**config.mk**
```make
export PLATFORM = sky130hd
export DESIGN_NAME = sdiv_prep
export DESIGN_NICKNAME = d
export VERILOG_FILES = /design/src/design/sdiv_pkg.sv /design/src/design/sdiv_prep.sv
export SDC_FILE = /design/constraint.sdc
export NUM_CORES = 1
export LEC_CHECK = 0
export ABC_CLOCK_PERIOD_IN_PS = 2000
export BUFFER_PORTS_ARGS = -buffer_cell sky130_fd_sc_hd__buf_2
export CAP_MARGIN = 10
export CORE_MARGIN = 2
export CORE_UTILIZATION = 35
export DETAILED_ROUTE_END_ITERATION = 10
export REMOVE_ABC_BUFFERS = 1
export SLEW_MARGIN = 20
export SYNTH_ARGS = -nofsm -noshare
export SYNTH_HDL_FRONTEND = slang
export SYNTH_SLANG_ARGS = --single-unit
```
**constraint.sdc**
```tcl
create_clock -name clock -period 2 [get_ports clock]
set_clock_uncertainty 0.2 [all_clocks]
set_input_delay 0 -clock clock [delete_from_list [all_inputs] [get_ports clock]]
set_output_delay 0 -clock clock [all_outputs]
set_load 0.05 [all_outputs]
```
**src/design/sdiv_pkg.sv**
```systemverilog
// ----------------------------------------------------------------------------
// sdiv_pkg
// shared constants and types for the signed restoring divider pipeline
// ----------------------------------------------------------------------------
package sdiv_pkg;

   // default operand width in bits
   localparam int WIDTH_DEFAULT = 32;

   // control bits that travel with each item down the pipeline
   typedef struct packed {
      logic valid;     // stage holds a live item
      logic negative;  // exactly one operand negative
      logic zero_div;  // divisor was zero
   } ctrl_type;

endpackage

```
**src/design/sdiv_prep.sv**
```systemverilog
// ----------------------------------------------------------------------------
// sdiv_prep
// input stage: operand magnitudes, result sign and zero divisor detect
// ----------------------------------------------------------------------------
module sdiv_prep #(
   parameter int WIDTH = sdiv_pkg::WIDTH_DEFAULT
) (
   input  logic                     clock,
   input  logic                     reset,
   input  logic                     advance,
   input  logic                     take,
   input  logic signed [WIDTH-1:0]  dividend,
   input  logic signed [WIDTH-1:0]  divisor,
   output sdiv_pkg::ctrl_type       ctrl_out,
   output logic        [WIDTH-1:0]  a_out,
   output logic        [WIDTH-1:0]  b_out
);

   sdiv_pkg::ctrl_type ctrl_ff, ctrl_in;
   logic [WIDTH-1:0]   a_ff, a_in;
   logic [WIDTH-1:0]   b_ff, b_in;
   logic               neg_a, neg_b;

   always_comb begin
      neg_a            = dividend[WIDTH-1];
      neg_b            = divisor[WIDTH-1];
      // two's complement magnitude, minimum maps to 2^(WIDTH-1)
      a_in             = neg_a ? (~dividend + 1'b1) : dividend;
      b_in             = neg_b ? (~divisor + 1'b1) : divisor;
      ctrl_in.valid    = take;
      ctrl_in.negative = neg_a ^ neg_b;
      ctrl_in.zero_div = (divisor == '0);
   end

   always_ff @(posedge clock) begin
      if (reset) begin
         ctrl_ff <= '0;
      end else if (advance) begin
         ctrl_ff <= ctrl_in;
      end
   end

   always_ff @(posedge clock) begin
      if (advance) begin
         a_ff <= a_in;
         b_ff <= b_in;
      end
   end

   assign ctrl_out = ctrl_ff;
   assign a_out    = a_ff;
   assign b_out    = b_ff;

endmodule

```
### Word-level counts from Yosys, hierarchy flattened

Cells that the tools add are included.
W data, S select, Z words.

| word-level totals | value |
|---|---|
| register bits after elaboration | 67 |
| input port bits | 68 |
| output and inout port bits | 67 |
| word-level logic and storage cells | 15 |

| operators by class | value |
|---|---|
| add/subtract/negate cells | 2 |
| muxes and demuxes | 2 |
| bitwise gates (word level) | 3 |
| reduce and logical (&&, ||, !) cells | 1 |

Operator list:

| operator | count |
|---|---|
| $add A32 B1 Y32 const B | 2 |
| $not A32 Y32 | 2 |
| $mux W31 | 2 |
| $logic_not A32 Y1 | 1 |
| $xor A1 B1 Y1 | 1 |

### Depth between registers and ports, before layout

| logic depth | value |
|---|---|
| depth in word-level cells | 3 |
| mapped depth | 5 |
| gate-level depth less buffers | 5 |

### Least setup slack after synthesis

No wires, ideal clock.

| path | value |
|---|---|
| kind | in2reg |
| start point | in divisor[21] |
| end point | reg b_ff[30] (netlist: b_out[30]), data pin |
| setup time | 266 ps |
| data arrival time | 1346 ps |
| required time | 1534 ps |
| slack | 188 ps |
| stages on the path | 5 |
| buffers on the path | 1 |
| path through | or4_1 -> or2_1 -> buf_6 -> o41ai_1 -> xnor2_1 |

| between the ends | value |
|---|---|
| word-level cells in the longest chain between the ends | 3 |

RTL lines:

| item | line | source |
|---|---|---|
| start: declaration | sdiv_prep.sv:13 | `input logic signed [WIDTH-1:0] divisor,` |
| $not A32 Y32 | sdiv_prep.sv:29 | `b_in = neg_b ? (~divisor + 1'b1) : divisor;` |
| $add A32 B1 Y32 | sdiv_prep.sv:29 |  |
| $mux W31 | sdiv_prep.sv:29 |  |
| named net b_in[30] | sdiv_prep.sv:21 | `logic [WIDTH-1:0] b_ff, b_in;` |
| end signal: assignment | sdiv_prep.sv:46 | `b_ff <= b_in;` |
| end: declaration | sdiv_prep.sv:21 |  |

The timed path passes the listed nets, and every way through them passes these cells.
A chain may end at the register's enable or synchronous reset.

### Final worst setup path

| path | value |
|---|---|
| start point | in dividend[26] |
| end point | reg a_ff[30] (netlist: a_out[30]), data pin |

| between the ends | value |
|---|---|
| word-level cells in the longest chain between the ends | 3 |

RTL lines:

| item | line | source |
|---|---|---|
| start: declaration | sdiv_prep.sv:12 | `input logic signed [WIDTH-1:0] dividend,` |
| $not A32 Y32 | sdiv_prep.sv:28 | `a_in = neg_a ? (~dividend + 1'b1) : dividend;` |
| $add A32 B1 Y32 | sdiv_prep.sv:28 |  |
| $mux W31 | sdiv_prep.sv:28 |  |
| named net a_in[30] | sdiv_prep.sv:20 | `logic [WIDTH-1:0] a_ff, a_in;` |
| end signal: assignment | sdiv_prep.sv:45 | `a_ff <= a_in;` |
| end: declaration | sdiv_prep.sv:20 |  |

The timed path passes the listed nets, and every way through them passes these cells.

==> reports/qor.yml <==
synth-seq-cells: 67
cts_root_buf: "clkbuf_8"
synthesis.area_mm2: 0.00344
met3_length_um: 766
grt_antenna_before_repair: 0
outcome: "finished clean"
synth_cell_types: 31
gp_congestion: 0.763
async_flop_share_pct: 0
endpoint_kind: "flop"
synth_cells: 278
arrival_ps: 1880
post_cts_buffers: 0
vias: 3169
routed.top_layer: "met4"
drv_cap: 0
via_per_inst: 4.92
die_h_um: 103
worstPathRequired_ps: 1890
critical_path_class: "in2reg"
final_util_pct: 56.1
relSlewSlack_pct: 60.2
place_area_mm2: 0.00434
grt_pass1_vias: 3075
hold_class: "in2reg"
dp_cells: 549
grt.total_usage_pct: 17.5
cts.sinks: 67
drt_wl_total_um: 9400
final-setup-viol-count: 0
row_count: 36
wl_met1_um: 3900
synth.avg_cell_area_um2: 12.4
port_buffers: 134
mostFrequentLayoutCell: "buf_2"
grt_max_degree: 34
tns_ps: 0
cts.reportedPaths.clkPinSlew_ps: 70
final_cells: 644
drt_iter0_markers: 99
power.static_leakage_nw: 2.06
period_share_pct: 99.8
synth_ff_type: "edfxtp_1"
cts_tree: "done"
pre_cts_ws_ps: -43.8
htreeDepth: 3
firstDrtPassIters: 4
rsz0062_at_grt: "yes"
hold_viol_final: 0
final_cell_area_mm2: 0.00541
synth-edff-count: 64
peakVddDrop_mv: 0.375
layout-drive-gt1-share_pct: 36.2
fp.dieW_um: 103
post_drt_wl_per_cell_um: 14.6
power.total_mw: 3.86
setup_ws_ps: 4.51
met2WireLength_um: 4620
period_needed_ps: 2000
whs_ps: 10.5
insertedDiodeCount: 0
coreArea_mm2: 0.00964
dp_hpwl_um: 6240
remaining_drc_errors: 0
start_util_pct: 35.7
overflow: 0
fmax_ghz: 0.501
grt_pass1_wl_um: 14400
cts_made_buffers: 9
ant_nets: 0
final_cell_mix: "134 x buf_2, 79 x dlygate4sd3_1, 64 x edfxtp_1"
die_area_mm2: 0.0106
nets: 578
p_per_area_mw_per_mm2: 713
maxSlewViolCount: 0
synthToLayoutAreaGrowth_pct: 57.2
tightest_slew_ps: 596
synth_warnings: 0
cp-start-kind: "input pin"
synth-seq-area-share_pct: 57.6
io_pins: 135
clockBufferDepth: 2
clock_latency_ps: 330
crit_fanout: 5
-- path summary, 6_finish.rpt --
kind	endpoint	depth (start not counted)	slack, ps	start
min	a_out[21]$_DFFE_PP_	4	10	dividend[17]
max	a_out[30]$_DFFE_PP_	6	5	dividend[26]
max reg2reg	ctrl_out[1]$_SDFFE_PP0P_	2	1150	ctrl_out[1]$_SDFFE_PP0P_
min reg2reg	ctrl_out[0]$_SDFFE_PP0P_	2	270	ctrl_out[0]$_SDFFE_PP0P_
-- sequential cells by signal (all words and copies together), names as in the netlist --
register  count
b_out        32
ctrl_out      3
a_out        32
-- report_power, final --
group / total (mW) / switching (mW) / internal, mW
logic: 1.16 / 0.778 / 0.382
clock network: 0.959 / 0.515 / 0.444
registers: 1.74 / 0.0342 / 1.71
-- repair_timing --
action	CTS	global route
setup endpoints to repair	0	13
hold buffers	79	0
gates resized for setup	0	17
endpoints found under the hold margin	81	0
-- cell usage after synthesis (all sizes together) (3+ instances only) --
cell type,n,share of area [%]
nor3,6,0.87
nand3,5,0.73
nand4,3,0.55
or3,6,1.1
nand2b,4,0.73
or2,5,0.91
inv,5,0.55
clkbuf,8,0.87
o31ai,21,4.6
ha,4,1.5
o21ai,11,1.6
nor4,10,1.8
edfxtp,64,56
dfxtp,3,1.7
o41ai,18,4.6
nand2,20,2.3
buf,3,0.62
nand3b,5,1.1
nor2,8,0.87
xnor2,58,15
or4,5,1.1
-- logic make-up (layout without fill, tap and decap cells) --
logic type / after synthesis / in the layout / share of synthesized area, %
flops: 67 / 67 / 57.6
xor+xnor: 59 / 59 / 15.0
simple gates: 78 / 78 / 12.3
mux: 1 / 1 / 0.291
compound gates: 53 / 53 / 11.3
buf+inv: 16 / 249 / 2.04
fa+ha+maj: 4 / 4 / 1.45
-- worst max-delay path, cell delays in order --
cell           delay, ps
dlygate4sd3_1        530
buf_2                130
nand3b_1             260
o31ai_2              300
xnor2_1              100
dlygate4sd3_1        550
-- routing by layer --
metal	vias up	global-route usage, %
met5	-	0
met1	1506	21.0
met4	0	5.67
met2	124	30.2
li1	1529	-
met3	10	5.31
-- final cells by class --
type                            instances  area (µm²)
Inverter                                5        18.8
Fill cell                             826        4230
Timing Repair Buffer                  228        1570
Clock inverter                          5        30.0
Sequential cell                        67        1980
Tap cell                              133         166
Clock buffer                           11         131
Multi-Input combinational cell        195        1510
No activity file was read; power rests on OpenSTA's default activity.
