==> src/design/sdiv_pkg.sv <==
// ----------------------------------------------------------------------------
// sdiv_pkg
// shared constants and types for the signed restoring divider pipeline
// ----------------------------------------------------------------------------
package sdiv_pkg;

   // default operand width in bits
   localparam int WIDTH_DEFAULT = 32;

   // control bits that travel with each item down the pipeline
   typedef struct packed {
      logic valid;     // stage holds a live item
      logic negative;  // exactly one operand negative
      logic zero_div;  // divisor was zero
   } ctrl_type;

endpackage

==> src/design/sdiv_post.sv <==
// ----------------------------------------------------------------------------
// sdiv_post
// output stage: apply sign, clamp to signed range, hold result for transfer
// ----------------------------------------------------------------------------
module sdiv_post #(
   parameter int WIDTH = sdiv_pkg::WIDTH_DEFAULT
) (
   input  logic                     clock,
   input  logic                     reset,
   input  logic                     advance,
   input  sdiv_pkg::ctrl_type       prev_ctrl,
   input  logic        [WIDTH-1:0]  prev_q,
   output logic                     valid_out,
   output logic signed [WIDTH-1:0]  quotient_out,
   output logic                     saturated_out,
   output logic                     zero_div_out
);

   localparam logic [WIDTH-1:0] TOP_BIT = {1'b1, {(WIDTH-1){1'b0}}};
   localparam logic [WIDTH-1:0] MAX_POS = {1'b0, {(WIDTH-1){1'b1}}};

   logic             valid_ff;
   logic [WIDTH-1:0] quotient_ff, quotient_in;
   logic             saturated_ff, saturated_in;
   logic             zero_div_ff;

   always_comb begin
      if (prev_ctrl.negative) begin
         saturated_in = (prev_q > TOP_BIT);
         quotient_in  = saturated_in ? TOP_BIT : (~prev_q + 1'b1);
      end else begin
         saturated_in = (prev_q > MAX_POS);
         quotient_in  = saturated_in ? MAX_POS : prev_q;
      end
   end

   always_ff @(posedge clock) begin
      if (reset) begin
         valid_ff <= 1'b0;
      end else if (advance) begin
         valid_ff <= prev_ctrl.valid;
      end
   end

   always_ff @(posedge clock) begin
      if (advance) begin
         quotient_ff  <= quotient_in;
         saturated_ff <= saturated_in;
         zero_div_ff  <= prev_ctrl.zero_div;
      end
   end

   assign valid_out     = valid_ff;
   assign quotient_out  = quotient_ff;
   assign saturated_out = saturated_ff;
   assign zero_div_out  = zero_div_ff;

endmodule

==> config.mk <==
export PLATFORM = sky130hd
export DESIGN_NAME = sdiv_post
export DESIGN_NICKNAME = d
export VERILOG_FILES = /design/src/design/sdiv_pkg.sv /design/src/design/sdiv_post.sv
export SDC_FILE = /design/constraint.sdc
export NUM_CORES = 1
export LEC_CHECK = 0
export ABC_CLOCK_PERIOD_IN_PS = 2800
export BUFFER_PORTS_ARGS = -buffer_cell sky130_fd_sc_hd__buf_2
export CORE_ASPECT_RATIO = 1.25
export CORE_UTILIZATION = 53
export CTS_BUF_LIST = sky130_fd_sc_hd__clkbuf_2 sky130_fd_sc_hd__clkbuf_4 sky130_fd_sc_hd__clkbuf_8
export CTS_CLUSTER_SIZE = 20
export DETAILED_ROUTE_END_ITERATION = 8
export GPL_ROUTABILITY_DRIVEN = 0
export PLACE_DENSITY = 0.83
export SLEW_MARGIN = 20
export SYNTH_ARGS = -nofsm -noshare
export SYNTH_HDL_FRONTEND = slang
export SYNTH_SLANG_ARGS = --single-unit
==> constraint.sdc <==
create_clock -name clock -period 2.8 [get_ports clock]
set_clock_uncertainty 0.15 [all_clocks]
set_input_delay 0.28 -clock clock [delete_from_list [all_inputs] [get_ports clock]]
set_output_delay 0.28 -clock clock [all_outputs]
set_load 0.005 [all_outputs]
Word level (Yosys, flattened, before mapping)
Cells that the tools add are included.
{"block": "classes", "muxes": 4, "n_addsub": 1, "bitwise": 1, "magnitude_cmp": 2}
{"op": "32-bit two-way mux", "count": 3}
{"op": "32-bit by 1-bit adder with 32-bit output, second input constant", "count": 1}
{"op": "32-bit by 31-bit greater-than comparator with 1-bit output, second input constant", "count": 1}
{"op": "32-bit greater-than comparator, second input constant", "count": 1}
{"op": "32-bit NOT", "count": 1}
{"op": "1-bit two-way mux", "count": 1}
{"block": "totals", "ff_bits": 35, "wordCells": 12, "input_bits": 38}

Logic depth before layout (Yosys ltp)
{"block": "logic_depth", "word_depth": 4, "ltp_mapped": 8, "mapped_depth_nobuf": 7}

Worst setup path before layout
OpenSTA, ideal clock, no wires.
{"block": "synth_path", "path_type": "in2reg", "startpoint": "input prev_q[0]", "endpoint": "register quotient_ff[30] (netlist: quotient_out[30]) (data pin)", "slack_ns": 0.476, "path_buffers": 1, "required_ns": 2.389, "path_stages": 8, "arrival_ns": 1.913, "path_cell_list": "inv_1 -> ha_1 -> nor4b_1 -> nand4_2 -> or4_1 -> buf_2 -> nor4b_2 -> nor3_1"}
{"block": "synth_between", "elab_chain_cells": 4, "elab_cells_between_ends": 7, "classes_between": "add/sub: 1; order compare: 2; mux: 3; bitwise: 1"}
{"element": "start, declared", "line": "sdiv_post.sv:12", "text": "input logic [WIDTH-1:0] prev_q,"}
{"element": "32-bit NOT", "line": "sdiv_post.sv:30", "text": "quotient_in = saturated_in ? TOP_BIT : (~prev_q + 1'b1);"}
{"element": "32-bit by 1-bit adder with 32-bit output", "line": "sdiv_post.sv:30"}
{"element": "32-bit two-way mux", "line": "sdiv_post.sv:30"}
{"element": "32-bit two-way mux (*)", "line": "sdiv_post.sv:28", "text": "if (prev_ctrl.negative) begin"}
{"element": "net quotient_in[30]", "line": "sdiv_post.sv:23", "text": "logic [WIDTH-1:0] quotient_ff, quotient_in;"}
{"element": "end signal, assigned", "line": "sdiv_post.sv:47", "text": "quotient_ff <= quotient_in;"}
{"element": "end, declared", "line": "sdiv_post.sv:23"}
Mark *: on every way through the listed nets, which the timed path passes. The rest lies on a longest branch.
A chain may end at the register's enable or synchronous reset.

Final worst setup path
Same ends and word-level chain as after synthesis.

==> flow_metrics.env <==
export IMPL_antenna_cells=0
export IMPL_netSwitchingPower_uw=344
export IMPL_setup_violations=0
export IMPL_tns_ns=0
export IMPL_drive_gt1_frac=0.313
export IMPL_grt_pass1_wl_um=8970
export IMPL_synth_ff_latch_count=35
export IMPL_layout_common_cells="buf_2, edfxtp_1, nor2_1, a21oi_1, nand2_1"
export IMPL_htreeDepth=2
export IMPL_cts_tree="done"
export IMPL_cp_arrival_ns=2.20
export IMPL_clockPowerShare=0.345
export IMPL_pwr_density_cell_nw_per_um2=484
export IMPL_path_clk_slew_ns=0.08
export IMPL_cts_root_buf="clkbuf_8"
export IMPL_ys_seq_area_frac=0.464
export IMPL_final_common_cell="buf_2"
export IMPL_cts_num_sinks=35
export IMPL_avgSynthCellArea_sq_um=9.28
export IMPL_dieArea_sq_um=4500
export IMPL_p_comb_frac=0.174
export IMPL_fillers=331
export IMPL_antenna_found_initial=0
export IMPL_intPower_uw=994
export IMPL_num_nets_final=351
export IMPL_post_drt_wl_per_cell_um=15.6
export IMPL_yosysUniqueCellTypes=47
export IMPL_overflow=0
export IMPL_coreArea_sq_um=4070
export IMPL_synthTopCellsByArea="edfxtp_1, a21oi_1, nor2_1"
export IMPL_rows=26
export IMPL_via_per_inst=6.26
export IMPL_syn_num_nets=281
export IMPL_postCtsSetupBuffers=0
export IMPL_p_leak_nw=1.05
export IMPL_end_kind="register"
export IMPL_worstSkewPairLatency_ns=0.29
export IMPL_cp_cell_sequence="buf_2 > inv_1 > ha_1 > nor4b_1 > nand4_2 > or4_1 > nor4b_2 > nor3_1"
export IMPL_hpwl_um=3850
export IMPL_num_vias=2311
export IMPL_min_path_cells=1
export IMPL_wirelength_um=5750
export IMPL_io_buffers=72
export IMPL_drv_slew=0
export IMPL_async_flop_share=0
export IMPL_status="completed"
export IMPL_synth_flop_cell="edfxtp_1"
export IMPL_worstSetupPathType="in -> reg"
export IMPL_critPathRequiredTime_ns=2.70
export IMPL_synthCells=242
export IMPL_fin_crit_sh=0.823
export IMPL_grt_use_total=0.265
export IMPL_syn2layout_area_growth_pct=23.1
export IMPL_min_period_ns=2.31
export IMPL_cp_max_fo=7
export IMPL_slew_headroom=0.491
export IMPL_drt_pass1_iter_count=5
export IMPL_dieHeight_um=74.8
export IMPL_holdCritPathClass="in -> reg"
export IMPL_numCtsBuffers=5
export IMPL_grt_max_degree=52
export IMPL_max_freq_ghz=0.434
export IMPL_multi_input_comb_area_sq_um=1080
export IMPL_drc_errors=0
export IMPL_hold_violations=0
export IMPL_synth_area_sq_um=2250
export IMPL_grt_pass1_vias=1979
export IMPL_rsz0062_at_grt="no"
export IMPL_vdd_drop_max_mv=0.286
export IMPL_worst_setup_path_start_kind="input pin"
export IMPL_yosys_warnings=0
export IMPL_hold_worst_slack_ns=0.00158
export IMPL_yosysTopAreaCellShare=0.455
export IMPL_cpPeakStageDelay_ns=0.58
export IMPL_reg2reg_depth=2
export IMPL_drv_cap=0
export IMPL_regArea_sq_um=1040
export IMPL_final_util=0.680
export IMPL_synth_edf_count=34
export IMPL_sequentialPowerShare=0.481
export IMPL_cts_buffer_depth=2
export IMPL_antenna_violating_nets_post_route=0
export IMPL_swShare=0.257
export IMPL_dieWidth_um=60.2
export IMPL_worst_pin_slew_ns=0.764
export IMPL_start_util=0.552
export IMPL_io_pins=73
export IMPL_first_iter_violations=145
export IMPL_synth_top_area_cell="edfxtp_1"
export IMPL_cp_slowest_cell="or4_1"
[final cells by class]
type,count,share of cell area
clock buffer,5,0.0249
tap,56,0.0253
inverter,8,0.0109
timing repair buffer,81,0.156
sequential,35,0.376
clock inverter,3,0.0158
multi-input combinational,181,0.391
[critical path, delay by kind of cell]
kind                     cells  cell delay [ns]
buffers and inverters        2             0.20
adder cells (fa/ha/maj)      1             0.27
AND/OR/NAND/NOR              5             1.46
[worst paths after layout]
| path | from | to | slack (ns) |
|---|---|---|---|
| setup / recovery | prev_q[0] | quotient_out[30] | 0.49 |
| hold / removal | prev_ctrl[0] | zero_div_out | 0.002 |
| setup reg to reg | valid_out | valid_out | 2.07 |
| hold reg to reg | valid_out | valid_out | 0.35 |
[logic make-up (layout without fill, tap and decap cells)]
family          count (synthesis)  count (layout)  share of synthesized area
fa+ha+maj                       1               1                    0.00557
buf+inv                        26              97                     0.0552
simple gates                  110             110                      0.267
mux                             3               3                     0.0139
flops                          35              35                      0.464
compound gates                 67              67                      0.194
[stage by stage]
step                      power, mW  cells  setup slack (ns)  instance area [sq um]
after floorplan               0.762    242             0.476                   2250
after global placement        0.878    360             0.295                   2640
after detailed placement      0.882    360             0.226                   2640
after CTS                      1.34    369             0.537                   2770
after global routing           1.39    369             0.363                   2770
final                          1.34    369             0.495                   2770
[synthesized netlist by cell type, drive strengths merged, types with 3 or more instances]
library cell / instances
a211oi: 5
a21oi: 24
a311oi: 9
a31oi: 3
and3: 3
buf: 7
clkbuf: 10
edfxtp: 34
inv: 8
nand2: 18
nand3: 15
nand4: 8
nor2: 25
nor3: 12
nor4: 9
nor4b: 3
o21ai: 8
o22ai: 7
or4: 6
[what timing repair did]
action	CTS	global route
endpoints found under the setup margin	0	0
gates resized for setup	0	0
endpoints found under the hold margin	1	0
hold buffers	1	0
[registers in the layout (all words and copies together), names as in the netlist]
register / flops
valid_out: 1
quotient_out: 32
saturated_out: 1
zero_div_out: 1
[per-layer routing]
metal | GRT usage | share of wire | routed length, um
met5 | 0 | 0 | 0
met4 | 0.121 | 0.024 | 138
met3 | 0.0567 | 0.083 | 479
met2 | 0.415 | 0.48 | 2770
met1 | 0.350 | 0.41 | 2360
[power groups by stage]
| stage | registers, mW | clock network (mW) | logic [mW] |
|---|---|---|---|
| global placement | 0.655 | 0 | 0.223 |
| detailed placement | 0.655 | 0 | 0.227 |
| floorplan | 0.665 | 0 | 0.0971 |
| global route | 0.649 | 0.482 | 0.258 |
| finish | 0.643 | 0.462 | 0.233 |
| CTS | 0.644 | 0.465 | 0.230 |
(Power assumes the default switching activity.)
