File: src/design/sdiv_pkg.sv
// ----------------------------------------------------------------------------
// sdiv_pkg
// shared constants and types for the signed restoring divider pipeline
// ----------------------------------------------------------------------------
package sdiv_pkg;

   // default operand width in bits
   localparam int WIDTH_DEFAULT = 32;

   // control bits that travel with each item down the pipeline
   typedef struct packed {
      logic valid;     // stage holds a live item
      logic negative;  // exactly one operand negative
      logic zero_div;  // divisor was zero
   } ctrl_type;

endpackage

File: src/design/sdiv_stage.sv
// ----------------------------------------------------------------------------
// sdiv_stage
// one restoring step: shift in one dividend bit, trial subtract, keep or restore
// ----------------------------------------------------------------------------
module sdiv_stage #(
   parameter int WIDTH = sdiv_pkg::WIDTH_DEFAULT,
   parameter int BIT   = 0
) (
   input  logic                clock,
   input  logic                reset,
   input  logic                advance,
   input  sdiv_pkg::ctrl_type  prev_ctrl,
   input  logic [WIDTH-1:0]    prev_rem,
   input  logic [WIDTH-1:0]    prev_a,
   input  logic [WIDTH-1:0]    prev_b,
   input  logic [WIDTH-1:0]    prev_q,
   output sdiv_pkg::ctrl_type  ctrl_out,
   output logic [WIDTH-1:0]    rem_out,
   output logic [WIDTH-1:0]    a_out,
   output logic [WIDTH-1:0]    b_out,
   output logic [WIDTH-1:0]    q_out
);

   sdiv_pkg::ctrl_type ctrl_ff;
   logic [WIDTH-1:0]   rem_ff, rem_in;
   logic [WIDTH-1:0]   a_ff;
   logic [WIDTH-1:0]   b_ff;
   logic [WIDTH-1:0]   q_ff, q_in;
   logic [WIDTH:0]     shifted;
   logic [WIDTH:0]     diff;
   logic               fits;

   always_comb begin
      shifted  = {prev_rem, prev_a[BIT]};
      diff     = shifted - {1'b0, prev_b};
      fits     = (shifted >= {1'b0, prev_b});
      rem_in   = fits ? diff[WIDTH-1:0] : shifted[WIDTH-1:0];
      q_in     = prev_q;
      q_in[BIT] = fits;
   end

   always_ff @(posedge clock) begin
      if (reset) begin
         ctrl_ff <= '0;
      end else if (advance) begin
         ctrl_ff <= prev_ctrl;
      end
   end

   always_ff @(posedge clock) begin
      if (advance) begin
         rem_ff <= rem_in;
         a_ff   <= prev_a;
         b_ff   <= prev_b;
         q_ff   <= q_in;
      end
   end

   assign ctrl_out = ctrl_ff;
   assign rem_out  = rem_ff;
   assign a_out    = a_ff;
   assign b_out    = b_ff;
   assign q_out    = q_ff;

endmodule

File: config.mk
export PLATFORM = sky130hd
export DESIGN_NAME = sdiv_stage
export DESIGN_NICKNAME = d
export VERILOG_FILES = /design/src/design/sdiv_pkg.sv /design/src/design/sdiv_stage.sv
export SDC_FILE = /design/constraint.sdc
export NUM_CORES = 1
export LEC_CHECK = 0
export ABC_AREA = 1
export BUFFER_PORTS_ARGS = -buffer_cell sky130_fd_sc_hd__buf_2
export CAP_MARGIN = 20
export CORE_MARGIN = 3
export CORE_UTILIZATION = 30
export CTS_CLUSTER_DIAMETER = 120
export DETAILED_ROUTE_END_ITERATION = 8
export GPL_TIMING_DRIVEN = 0
export PLACE_DENSITY = 0.55
export RECOVER_POWER = 50
export SLEW_MARGIN = 30
export SYNTH_ARGS = -nofsm -noshare
export SYNTH_HDL_FRONTEND = slang
export SYNTH_SLANG_ARGS = --single-unit
File: constraint.sdc
create_clock -name clock -period 1.9 [get_ports clock]
set_input_delay 0.285 -clock clock [delete_from_list [all_inputs] [get_ports clock]]
set_output_delay 0.285 -clock clock [all_outputs]
set_load 0.01 [all_outputs]
Yosys cells after proc, flatten, opt, wreduce, memory -nomap -nowiden
Index checks and enable logic that the tools add are counted.

storage, ports and cells
  bits of input ports = 134
  output and inout bits = 131
  register bits after elaboration = 131
  word-level logic and storage cells = 10

operators by class
  $add $sub $neg = 1
  $lt $le $gt $ge = 1
  muxes and demuxes = 1

operator list
  operator                                      count
  greater-or-equal comparator 33 x 32 -> 1 bit  1
  2-to-1 mux 32 bit                             1
  subtractor 32 bit                             1

Logic depth before layout (Yosys ltp)
Gate-level depths: netlist of the first run.

  word-level depth = 2
  gate-level depth with buffers = 16
  gate-level depth less buffers = 14

Worst setup path before layout of the first run
Ideal clock, no wire load.

  path type = input-to-reg
  start = in prev_a[0]
  end = reg rem_ff[16], in the netlist rem_out[16] (data pin)
  cell stages on the path = 13
  arrival = 1.645 ns
  library setup time = 0.252 ns
  required time = 1.648 ns
  buffers on the path = 0
  path slack = 0.002 ns
  path through = inv_1 ha_1 fa_1 inv_1 nand3_1 nand3_1 nand2_1 nand3_1 nand3_1 nand2_1 nand2_1 nand3_2 nand2_1

between the ends
  cells in the longest elaborated chain, start to end = 2
  elaborated cells on any way between the ends = 3
  those cells by class = add/sub (1); order compare (1); mux (1)

ends and longest elaborated chain
  what                                                                               RTL line                            source
  start: declaration                                                                 sdiv_stage.sv:14                    input logic [WIDTH-1:0] prev_a,
  subtractor 32 bit or greater-or-equal comparator 33 x 32 -> 1 bit (tied branches)  sdiv_stage.sv:35, sdiv_stage.sv:36
  2-to-1 mux 32 bit (*)                                                              sdiv_stage.sv:37                    rem_in = fits ? diff[WIDTH-1:0] : shifted[WIDTH-1:0];
  net rem_in[16]                                                                     sdiv_stage.sv:25                    logic [WIDTH-1:0] rem_ff, rem_in;
  end signal: assignment                                                             sdiv_stage.sv:52                    rem_ff <= rem_in;
  end: declaration                                                                   sdiv_stage.sv:25

Mark *: on every way through the listed nets, which the timed path passes. The rest lies on a longest branch.
A chain may end at the register's enable or synchronous reset.

Worst setup path in the final report of the first run
  start = in prev_b[21]
  end = reg rem_ff[2], in the netlist rem_out[2] (data pin)

between the ends
  cells in the longest elaborated chain, start to end = 2

ends and longest elaborated chain
  what                                          RTL line          source
  start: declaration                            sdiv_stage.sv:15  input logic [WIDTH-1:0] prev_b,
  greater-or-equal comparator 33 x 32 -> 1 bit  sdiv_stage.sv:36  fits = (shifted >= {1'b0, prev_b});
  2-to-1 mux 32 bit                             sdiv_stage.sv:37
  net rem_in[2]                                 sdiv_stage.sv:25

The timed path passes the listed nets, and every way through them passes these cells.

==> flow_metrics.env, run 1 <==
export IMPL_criticalPathCategory="input pin to flop"
export IMPL_antenna_left=0
export IMPL_cts_hold_buf=0
export IMPL_drt_initial_drc_count=292
export IMPL_critPathLaunch="prev_b[21]"
export IMPL_ff2ff_setup_slack_ps=1310
export IMPL_final_common_cell="nand2_1"
export IMPL_p_leak_nw=4.82
export IMPL_detailedPlace_worstSlack_ps=-514
export IMPL_p_total_mw=8.63
export IMPL_skew_ps=0
export IMPL_place_area_um2=8890
export IMPL_p_clk_share_pct=37.9
export IMPL_min_path_cells=1
export IMPL_final_area_um2=9760
export IMPL_seqCellArea_um2=3900
export IMPL_layout_worst_path_cycle_share_pct=93.3
export IMPL_wirelength_um=21900
export IMPL_whs_ps=39.4
export IMPL_drt_first_pass_iters=4
export IMPL_end_kind="flop"
export IMPL_core_um2=23100
export IMPL_via_per_inst=4.33
export IMPL_worstSkewPairLatency_ps=420
export IMPL_switching_share_pct=30.0
export IMPL_root_buffer="clkbuf_16"
export IMPL_io_pins=265
export IMPL_start_kind="input pin"
export IMPL_drc_errors=0
export IMPL_setup_violations=0
export IMPL_syn_to_final_growth_pct=36.6
export IMPL_fillers=2347
export IMPL_dp_cells=1370
export IMPL_synth_nets=960
export IMPL_setup_tns_ps=0
export IMPL_port_buffers=263
export IMPL_ys_seq_area_share_pct=54.6
export IMPL_power_switching_mw=2.59
export IMPL_layout_drive_gt1_share_pct=36.0
export IMPL_htreeDepth=4
export IMPL_max_freq_mhz=564
export IMPL_maxSlewViolCount=0
export IMPL_path_clk_slew_ps=70
export IMPL_cap_violations=0
export IMPL_tritoncts="done"
export IMPL_initial_utilization_pct=31.0
export IMPL_p_seq_share_pct=41.3
export IMPL_ff2ff_path_depth=2
export IMPL_via_count=6082
export IMPL_vdd_drop_max_uv=509
export IMPL_place_congestion=0.835
export IMPL_grt_util_all_layers_pct=16.7
export IMPL_worst_slew_pin_slew_ps=1340
export IMPL_cp_required_ps=2060
export IMPL_fin_util_pct=42.4
export IMPL_hold_end="q_out[20]"
export IMPL_layout_nets=1245
export IMPL_chipWidth_um=160
export IMPL_power_internal_mw=6.04
export IMPL_cp_arrival_ps=1940
export IMPL_multi_input_area_um2=2890
export IMPL_power_frac_comb_pct=20.8
export IMPL_layout_common_cells="nand2_1 (259), buf_2 (257), inv_1 (147)"
export IMPL_slew_headroom_pct=11.0
export IMPL_worstReg2RegStart="ctrl_out[1]"
export IMPL_syn_cell_area_um2=7150
export IMPL_clock_sinks=131
export IMPL_fp_dieH_um=160
export IMPL_dieArea_um2=25700
export IMPL_netlist_instances=793
export IMPL_grt_max_degree=83
export IMPL_synth_cell_types=28
export IMPL_final_cells=1405
export IMPL_antenna_found_initial=2
export IMPL_numCtsBuffers=17
export IMPL_fin_crit_ps=1770
export IMPL_path_max_fanout=10
export IMPL_hold_viol_final=0
export IMPL_power_density_nw_per_um2=884
export IMPL_overflow=0
export IMPL_grt_pass1_vias=5941
export IMPL_worstReg2RegEnd="ctrl_out[1]"
export IMPL_rows=55
export IMPL_outcome="complete, no violations"
export IMPL_place_hpwl_um=17500
export IMPL_fin_ws_ps=127
export IMPL_yosys_warnings=0
export IMPL_avgSynthCellArea_um2=9.01
export IMPL_wire_per_inst_um=15.6
export IMPL_holdCritStartpoint="prev_q[20]"
export IMPL_grt_pass1_wl_um=33200
export IMPL_yosys_register_bits=131
export IMPL_hp_class="input pin to flop"
export IMPL_clockBufferDepth=2
[cell families (layout without fill, tap and decap cells)]
family	Yosys count	after routing	synth area share (%)
other cells	0	1	0
flops	131	131	54.6
buf+inv	163	461	9.12
compound gates	28	28	2.03
xor+xnor	14	14	1.72
fa+ha+maj	33	33	5.88
simple gates	424	424	26.6
[state kept, by name (all words and copies together), names as in the netlist]
name	cells
a_out	32
b_out	32
q_out	32
rem_out	32
ctrl_out	3
[worst max-delay path, cell delays in order]
cell and delay, ps:
buf_2 90, inv_1 40, ha_2 380, nand2_1 130, nor2_4 140, nand2_2 90, nor2_4 140, nand2_1 60
nand2_1 100, nor2_4 80, clkbuf_4 210, nand3_1 100, nand2_1 70
[Yosys cell counts]
cell | n | area, um2
a21o_1 | 2 | 15.0
a21oi_1 | 24 | 120
and2_1 | 8 | 50.1
buf_12 | 1 | 20.0
buf_2 | 7 | 35.0
buf_6 | 2 | 22.5
dfxtp_1 | 3 | 60.1
edfxtp_1 | 128 | 3840
fa_1 | 1 | 20.0
ha_1 | 32 | 400
inv_1 | 148 | 556
inv_2 | 5 | 18.8
nand2_1 | 280 | 1050
nand2_2 | 4 | 25.0
nand2_4 | 1 | 11.3
nand2_8 | 1 | 20.0
nand3_1 | 53 | 265
nand3_2 | 16 | 160
nand3b_1 | 10 | 75.1
nand4_1 | 4 | 25.0
nor2_1 | 31 | 116
nor2_2 | 6 | 37.5
nor2_4 | 1 | 11.3
nor3_1 | 7 | 35.0
nor3_2 | 2 | 20.0
o21ai_0 | 2 | 10.0
xnor2_1 | 1 | 8.76
xor2_1 | 13 | 114
[how the worst max path moves through the flow]
| stage | end | slack (ps) | cells past startpoint |
|---|---|---|---|
| after floorplan | rem_out[16] | 2 | 13 |
| after global placement | ctrl_out[1] | -1220 | 4 |
| after detailed placement | rem_out[28] | -510 | 14 |
| after CTS | rem_out[15] | 4 | 13 |
| after global routing | rem_out[28] | -20 | 13 |
| final | rem_out[2] | 130 | 13 |
[repair_timing]
action | 4_1_cts | 5_1_grt
setup endpoints to repair | 24 | 30
gates resized for setup | 7 | 66
pin swaps | 0 | 9
setup buffers | 0 | 3
[power groups by stage]
stage	Sequential, mW	Combinational, mW	Clock, mW
2_1_floorplan	3.79	0.799	0
3_3_place_gp	3.63	1.70	0
3_5_place_dp	3.63	1.72	0
4_1_cts	3.57	1.73	3.37
5_1_grt	3.59	2.01	3.48
6_report	3.57	1.79	3.27
[final cells by class]
cell class	instances	share of cell area, %
antenna	1	0.0256
buffer	9	0.846
clock buffer	18	4.40
clock inverter	14	1.46
inverter	153	5.88
multi-input combinational	499	29.6
sequential	131	40.0
tap	313	4.01
timing repair buffer	267	13.8
[per-layer routing]
metal  track usage, %  share of wire, %  up-vias
met2             28.4                48      205
met3             4.59               6.6       25
met5                0              0.12        -
met4             5.21               1.8        4
met1             20.8                43     2743
li1                 -                 -     3105
Note: power is estimated with default switching activity, not from simulation.
==> run 2: changes to the inputs <==
Settings changed: CORE_ASPECT_RATIO from default to 0.7.
==> run 2 against run 1 <==
Utilization increased by 0.26 points. Global-route usage decreased by 0.83 points. Sequential power about the same. First-iteration DRC count decreased by 3.4%. Clock-buffer cell count unchanged. Wire length decreased by 4.1%. Cell area increased by 0.49%. Via count decreased by 0.15%. Combinational power about the same. Clock power increased by 6.1%. Clock skew unchanged. Critical path type unchanged.
==> flow_metrics.env, run 2 (synthesis gave the netlist of run 1 again) <==
export IMPL_cp_required_ps=2070
export IMPL_path_delay_family="simple AND/OR/NAND/NOR gates"
export IMPL_grt_pass1_vias=5722
export IMPL_antenna_found_initial=4
export IMPL_multi_input_area_um2=2880
export IMPL_clock_sinks=131
export IMPL_final_cells=1404
export IMPL_fp_dieH_um=135
export IMPL_place_congestion=0.925
export IMPL_cap_violations=0
export IMPL_chipWidth_um=190
export IMPL_criticalPathCategory="input pin to flop"
export IMPL_numCtsBuffers=17
export IMPL_slew_headroom_pct=69.7
export IMPL_worst_slew_pin_slew_ps=454
export IMPL_path_clk_slew_ps=60
export IMPL_maxSlewViolCount=0
export IMPL_drc_errors=0
export IMPL_drt_initial_drc_count=282
export IMPL_syn_to_final_growth_pct=37.3
export IMPL_outcome="complete, no violations"
export IMPL_slowest_delay_ps=330
export IMPL_io_pins=265
export IMPL_grt_pass1_wl_um=31200
export IMPL_cp_cell_sequence="buf_2 -> inv_1 -> ha_1 -> nand2_2 -> inv_2 -> nand2_1 -> nand2_1 -> inv_1 -> nand3_4 -> nand2_2 -> nand2_2 -> nand2_4 -> nand2_8 -> buf_12 -> nand3_2 -> nand2_1"
export IMPL_dp_cells=1369
export IMPL_final_area_um2=9810
export IMPL_drt_first_pass_iters=5
export IMPL_setup_violations=0
export IMPL_via_per_inst=4.33
export IMPL_final_common_cell="nand2_1"
export IMPL_detailedPlace_worstSlack_ps=-569
export IMPL_p_total_mw=8.83
export IMPL_root_buffer="clkbuf_16"
export IMPL_wirelength_um=21000
export IMPL_place_area_um2=8890
export IMPL_overflow=0
export IMPL_antenna_left=0
export IMPL_slowest_stage="ha_1"
export IMPL_setup_tns_ps=0
export IMPL_layout_common_cells="nand2_1 (263), buf_2 (255), inv_1 (147)"
export IMPL_fin_ws_ps=75.1
export IMPL_start_kind="input pin"
export IMPL_layout_nets=1244
export IMPL_worstSkewPairLatency_ps=420
export IMPL_fin_crit_ps=1820
export IMPL_ff2ff_setup_slack_ps=1340
export IMPL_vdd_drop_max_uv=579
export IMPL_core_um2=23000
export IMPL_place_hpwl_um=16500
export IMPL_p_leak_nw=4.85
export IMPL_wire_per_inst_um=15.0
export IMPL_grt_max_degree=83
export IMPL_layout_drive_gt1_share_pct=35.2
export IMPL_clockBufferDepth=2
export IMPL_end_kind="flop"
export IMPL_initial_utilization_pct=31.0
export IMPL_worst_path_buf_inv=5
export IMPL_cp_arrival_ps=2000
export IMPL_power_density_nw_per_um2=900
export IMPL_grt_util_all_layers_pct=15.9
export IMPL_fillers=2369
export IMPL_port_buffers=263
export IMPL_tritoncts="done"
export IMPL_skew_ps=0
export IMPL_fin_util_pct=42.6
export IMPL_whs_ps=33.6
export IMPL_htreeDepth=4
export IMPL_dieArea_um2=25700
export IMPL_seqCellArea_um2=3900
export IMPL_layout_worst_path_cycle_share_pct=96.0
export IMPL_max_freq_mhz=548
export IMPL_hp_class="input pin to flop"
export IMPL_rows=46
export IMPL_via_count=6073
export IMPL_path_max_fanout=10
export IMPL_hold_viol_final=0
export IMPL_cts_hold_buf=0
-- run 2: worst paths after layout --
path               startpoint  cells after the start           to
hold reg to reg   ctrl_out[1]                      2  ctrl_out[1]
setup reg to reg  ctrl_out[2]                      2  ctrl_out[2]
setup / recovery    prev_b[7]                     16  rem_out[23]
hold / removal     prev_q[13]                      1    q_out[13]
-- run 2: timing repair --
item                                    CTS  global route
setup buffers                             0             2
pin swaps                                 0             6
endpoints found under the setup margin   30            30
gates resized for setup                   8            69
-- run 2: metal layers --
metal	global-route usage, %	routed length, um	vias up
met4	3.87	229	8
met5	0	35	-
met3	6.13	1780	20
met2	22.3	8740	195
li1	-	-	3110
met1	23.1	10200	2740
-- run 2: layout make-up --
type | instances | share of cell area (%)
flip-flops and latches | 131 | 39.8
multi-input cells | 499 | 29.4
repair buffers | 266 | 13.8
inverters | 153 | 5.85
clock buffers | 18 | 4.37
well taps | 312 | 3.98
clock inverters | 14 | 1.89
plain buffers | 9 | 0.880
diodes | 2 | 0.0510
-- run 2: power by group --
group / leakage [nW] / internal (mW) / total, mW / switching [mW]
clock: 0.289 / 2.19 / 3.47 / 1.28
combinational: 3.28 / 0.691 / 1.80 / 1.11
sequential: 1.28 / 3.51 / 3.56 / 0.0579
total: 4.85 / 6.38 / 8.83 / 2.45
-- run 2: worst register-to-register path, delay by kind of cell (launching register included) --
kind	cells	cell delay, ps
compound gates	1	110
flops	1	330
simple gates	1	50
==> run 3: changes to the inputs <==
Settings changed: CELL_PAD_IN_SITES_DETAIL_PLACEMENT from default to 1, CELL_PAD_IN_SITES_GLOBAL_PLACEMENT from default to 1, PLACE_DENSITY 0.55 to 0.71, RECOVER_POWER 50 to 25.
==> run 3 against run 2 <==
Critical endpoint is now rem_out[15]. Critical path type unchanged. Combinational power increased by 2%. Sequential power is essentially flat. Wire length rose by 6.2%.
==> flow_metrics.env, run 3 (synthesis gave the netlist of run 1 again) <==
export IMPL_tritoncts="done"
export IMPL_slowest_delay_ps=380
export IMPL_p_total_mw=8.52
export IMPL_place_area_um2=8890
export IMPL_cp_required_ps=2070
export IMPL_p_seq_share_pct=41.9
export IMPL_initial_utilization_pct=31.0
export IMPL_overflow=0
export IMPL_cap_violations=0
export IMPL_antenna_found_initial=2
export IMPL_final_cells=1408
export IMPL_antenna_left=0
export IMPL_power_switching_mw=2.41
export IMPL_power_internal_mw=6.12
export IMPL_detailedPlace_worstSlack_ps=-619
export IMPL_root_buffer="clkbuf_16"
export IMPL_htreeDepth=4
export IMPL_via_per_inst=4.36
export IMPL_fin_crit_ps=1810
export IMPL_slew_headroom_pct=69.7
export IMPL_skew_ps=0
export IMPL_slowest_stage="ha_2"
export IMPL_multi_input_area_um2=2910
export IMPL_grt_pass1_vias=6253
export IMPL_worstSkewPairLatency_ps=430
export IMPL_max_freq_mhz=553
export IMPL_path_max_fanout=10
export IMPL_clock_sinks=131
export IMPL_rows=46
export IMPL_layout_nets=1250
export IMPL_min_path_cells=1
export IMPL_power_density_nw_per_um2=868
export IMPL_worst_slew_pin_slew_ps=454
export IMPL_p_clk_share_pct=36.5
export IMPL_fin_util_pct=42.7
export IMPL_place_congestion=0.887
export IMPL_switching_share_pct=28.2
export IMPL_dieArea_um2=25700
export IMPL_final_common_cell="nand2_1"
export IMPL_ff2ff_path_depth=2
export IMPL_whs_ps=27.4
export IMPL_clockBufferDepth=2
export IMPL_maxSlewViolCount=0
export IMPL_diodes=0
export IMPL_cp_cell_sequence="clkbuf_1 -> inv_1 -> ha_2 -> nand2_1 -> nor2_1 -> inv_1 -> nor3_4 -> nand2_4 -> buf_2 -> nand3_1 -> nand2_1"
export IMPL_vdd_drop_max_uv=581
export IMPL_core_um2=23000
export IMPL_syn_to_final_growth_pct=37.4
export IMPL_end_kind="flop"
export IMPL_drt_first_pass_iters=4
export IMPL_grt_max_degree=88
export IMPL_dp_cells=1369
export IMPL_rsz0062_at_grt="true"
export IMPL_wire_per_inst_um=15.8
export IMPL_fillers=2771
export IMPL_grt_util_all_layers_pct=17.2
export IMPL_chipWidth_um=190
export IMPL_place_hpwl_um=17900
export IMPL_fp_dieH_um=135
export IMPL_layout_drive_gt1_share_pct=34.9
export IMPL_outcome="complete, no violations"
export IMPL_setup_tns_ps=0
export IMPL_io_pins=265
export IMPL_path_clk_slew_ps=60
export IMPL_via_count=6136
export IMPL_cp_arrival_ps=1980
export IMPL_fin_ws_ps=92.5
export IMPL_grt_pass1_wl_um=33700
export IMPL_drc_errors=0
export IMPL_wirelength_um=22300
export IMPL_hp_class="input pin to flop"
export IMPL_hold_viol_final=0
export IMPL_p_leak_nw=4.86
export IMPL_final_area_um2=9820
export IMPL_start_kind="input pin"
export IMPL_port_buffers=263
export IMPL_power_frac_comb_pct=21.6
export IMPL_setup_violations=0
export IMPL_layout_worst_path_cycle_share_pct=95.1
export IMPL_criticalPathCategory="input pin to flop"
export IMPL_seqCellArea_um2=3900
export IMPL_layout_common_cells="nand2_1 (262), buf_2 (252), inv_1 (146)"
export IMPL_ff2ff_setup_slack_ps=1300
export IMPL_numCtsBuffers=17
export IMPL_drt_initial_drc_count=284
==> run 3: layer usage <==
layer,GRT usage [%],part of all wire [%]
met5,0,0.063
met4,4.60,1.2
met3,6.52,7.9
met2,24.9,43
met1,24.2,48
==> run 3: power groups by stage <==
stage                     logic (mW)  clock network [mW]  registers, mW
after floorplan                0.799                   0           3.79
after detailed placement        1.73                   0           3.63
after CTS                       1.75                3.23           3.57
final                           1.84                3.11           3.57
after global routing            2.07                3.36           3.60
after global placement          1.70                   0           3.62
==> run 3: final cells by class <==
type,instances,area share (%)
buffer,10,0.955
tap,312,3.97
clock inverter,12,1.16
inverter,153,5.85
timing repair buffer,271,14.2
multi-input combinational,499,29.6
clock buffer,20,4.45
sequential,131,39.7
==> run 3: timing repair <==
| action | 4_1_cts | 5_1_grt |
|---|---|---|
| pin swaps | 0 | 5 |
| endpoints found under the hold margin | 0 | 3 |
| buffers inserted | 0 | 4 |
| hold buffers | 0 | 3 |
| gates resized for setup | 10 | 72 |
| setup endpoints to repair | 30 | 32 |
==> run 3: worst paths after layout <==
kind	startpoint	to
max reg2reg	ctrl_out[0]	ctrl_out[0]
min	prev_q[6]	q_out[6]
max	prev_b[24]	rem_out[15]
min reg2reg	ctrl_out[1]	ctrl_out[1]
==> run 3: worst max-delay path: cells and delay by family <==
family        cells  cell delay (ps)
buf+inv           4              490
fa+ha+maj         1              380
simple gates      6              820
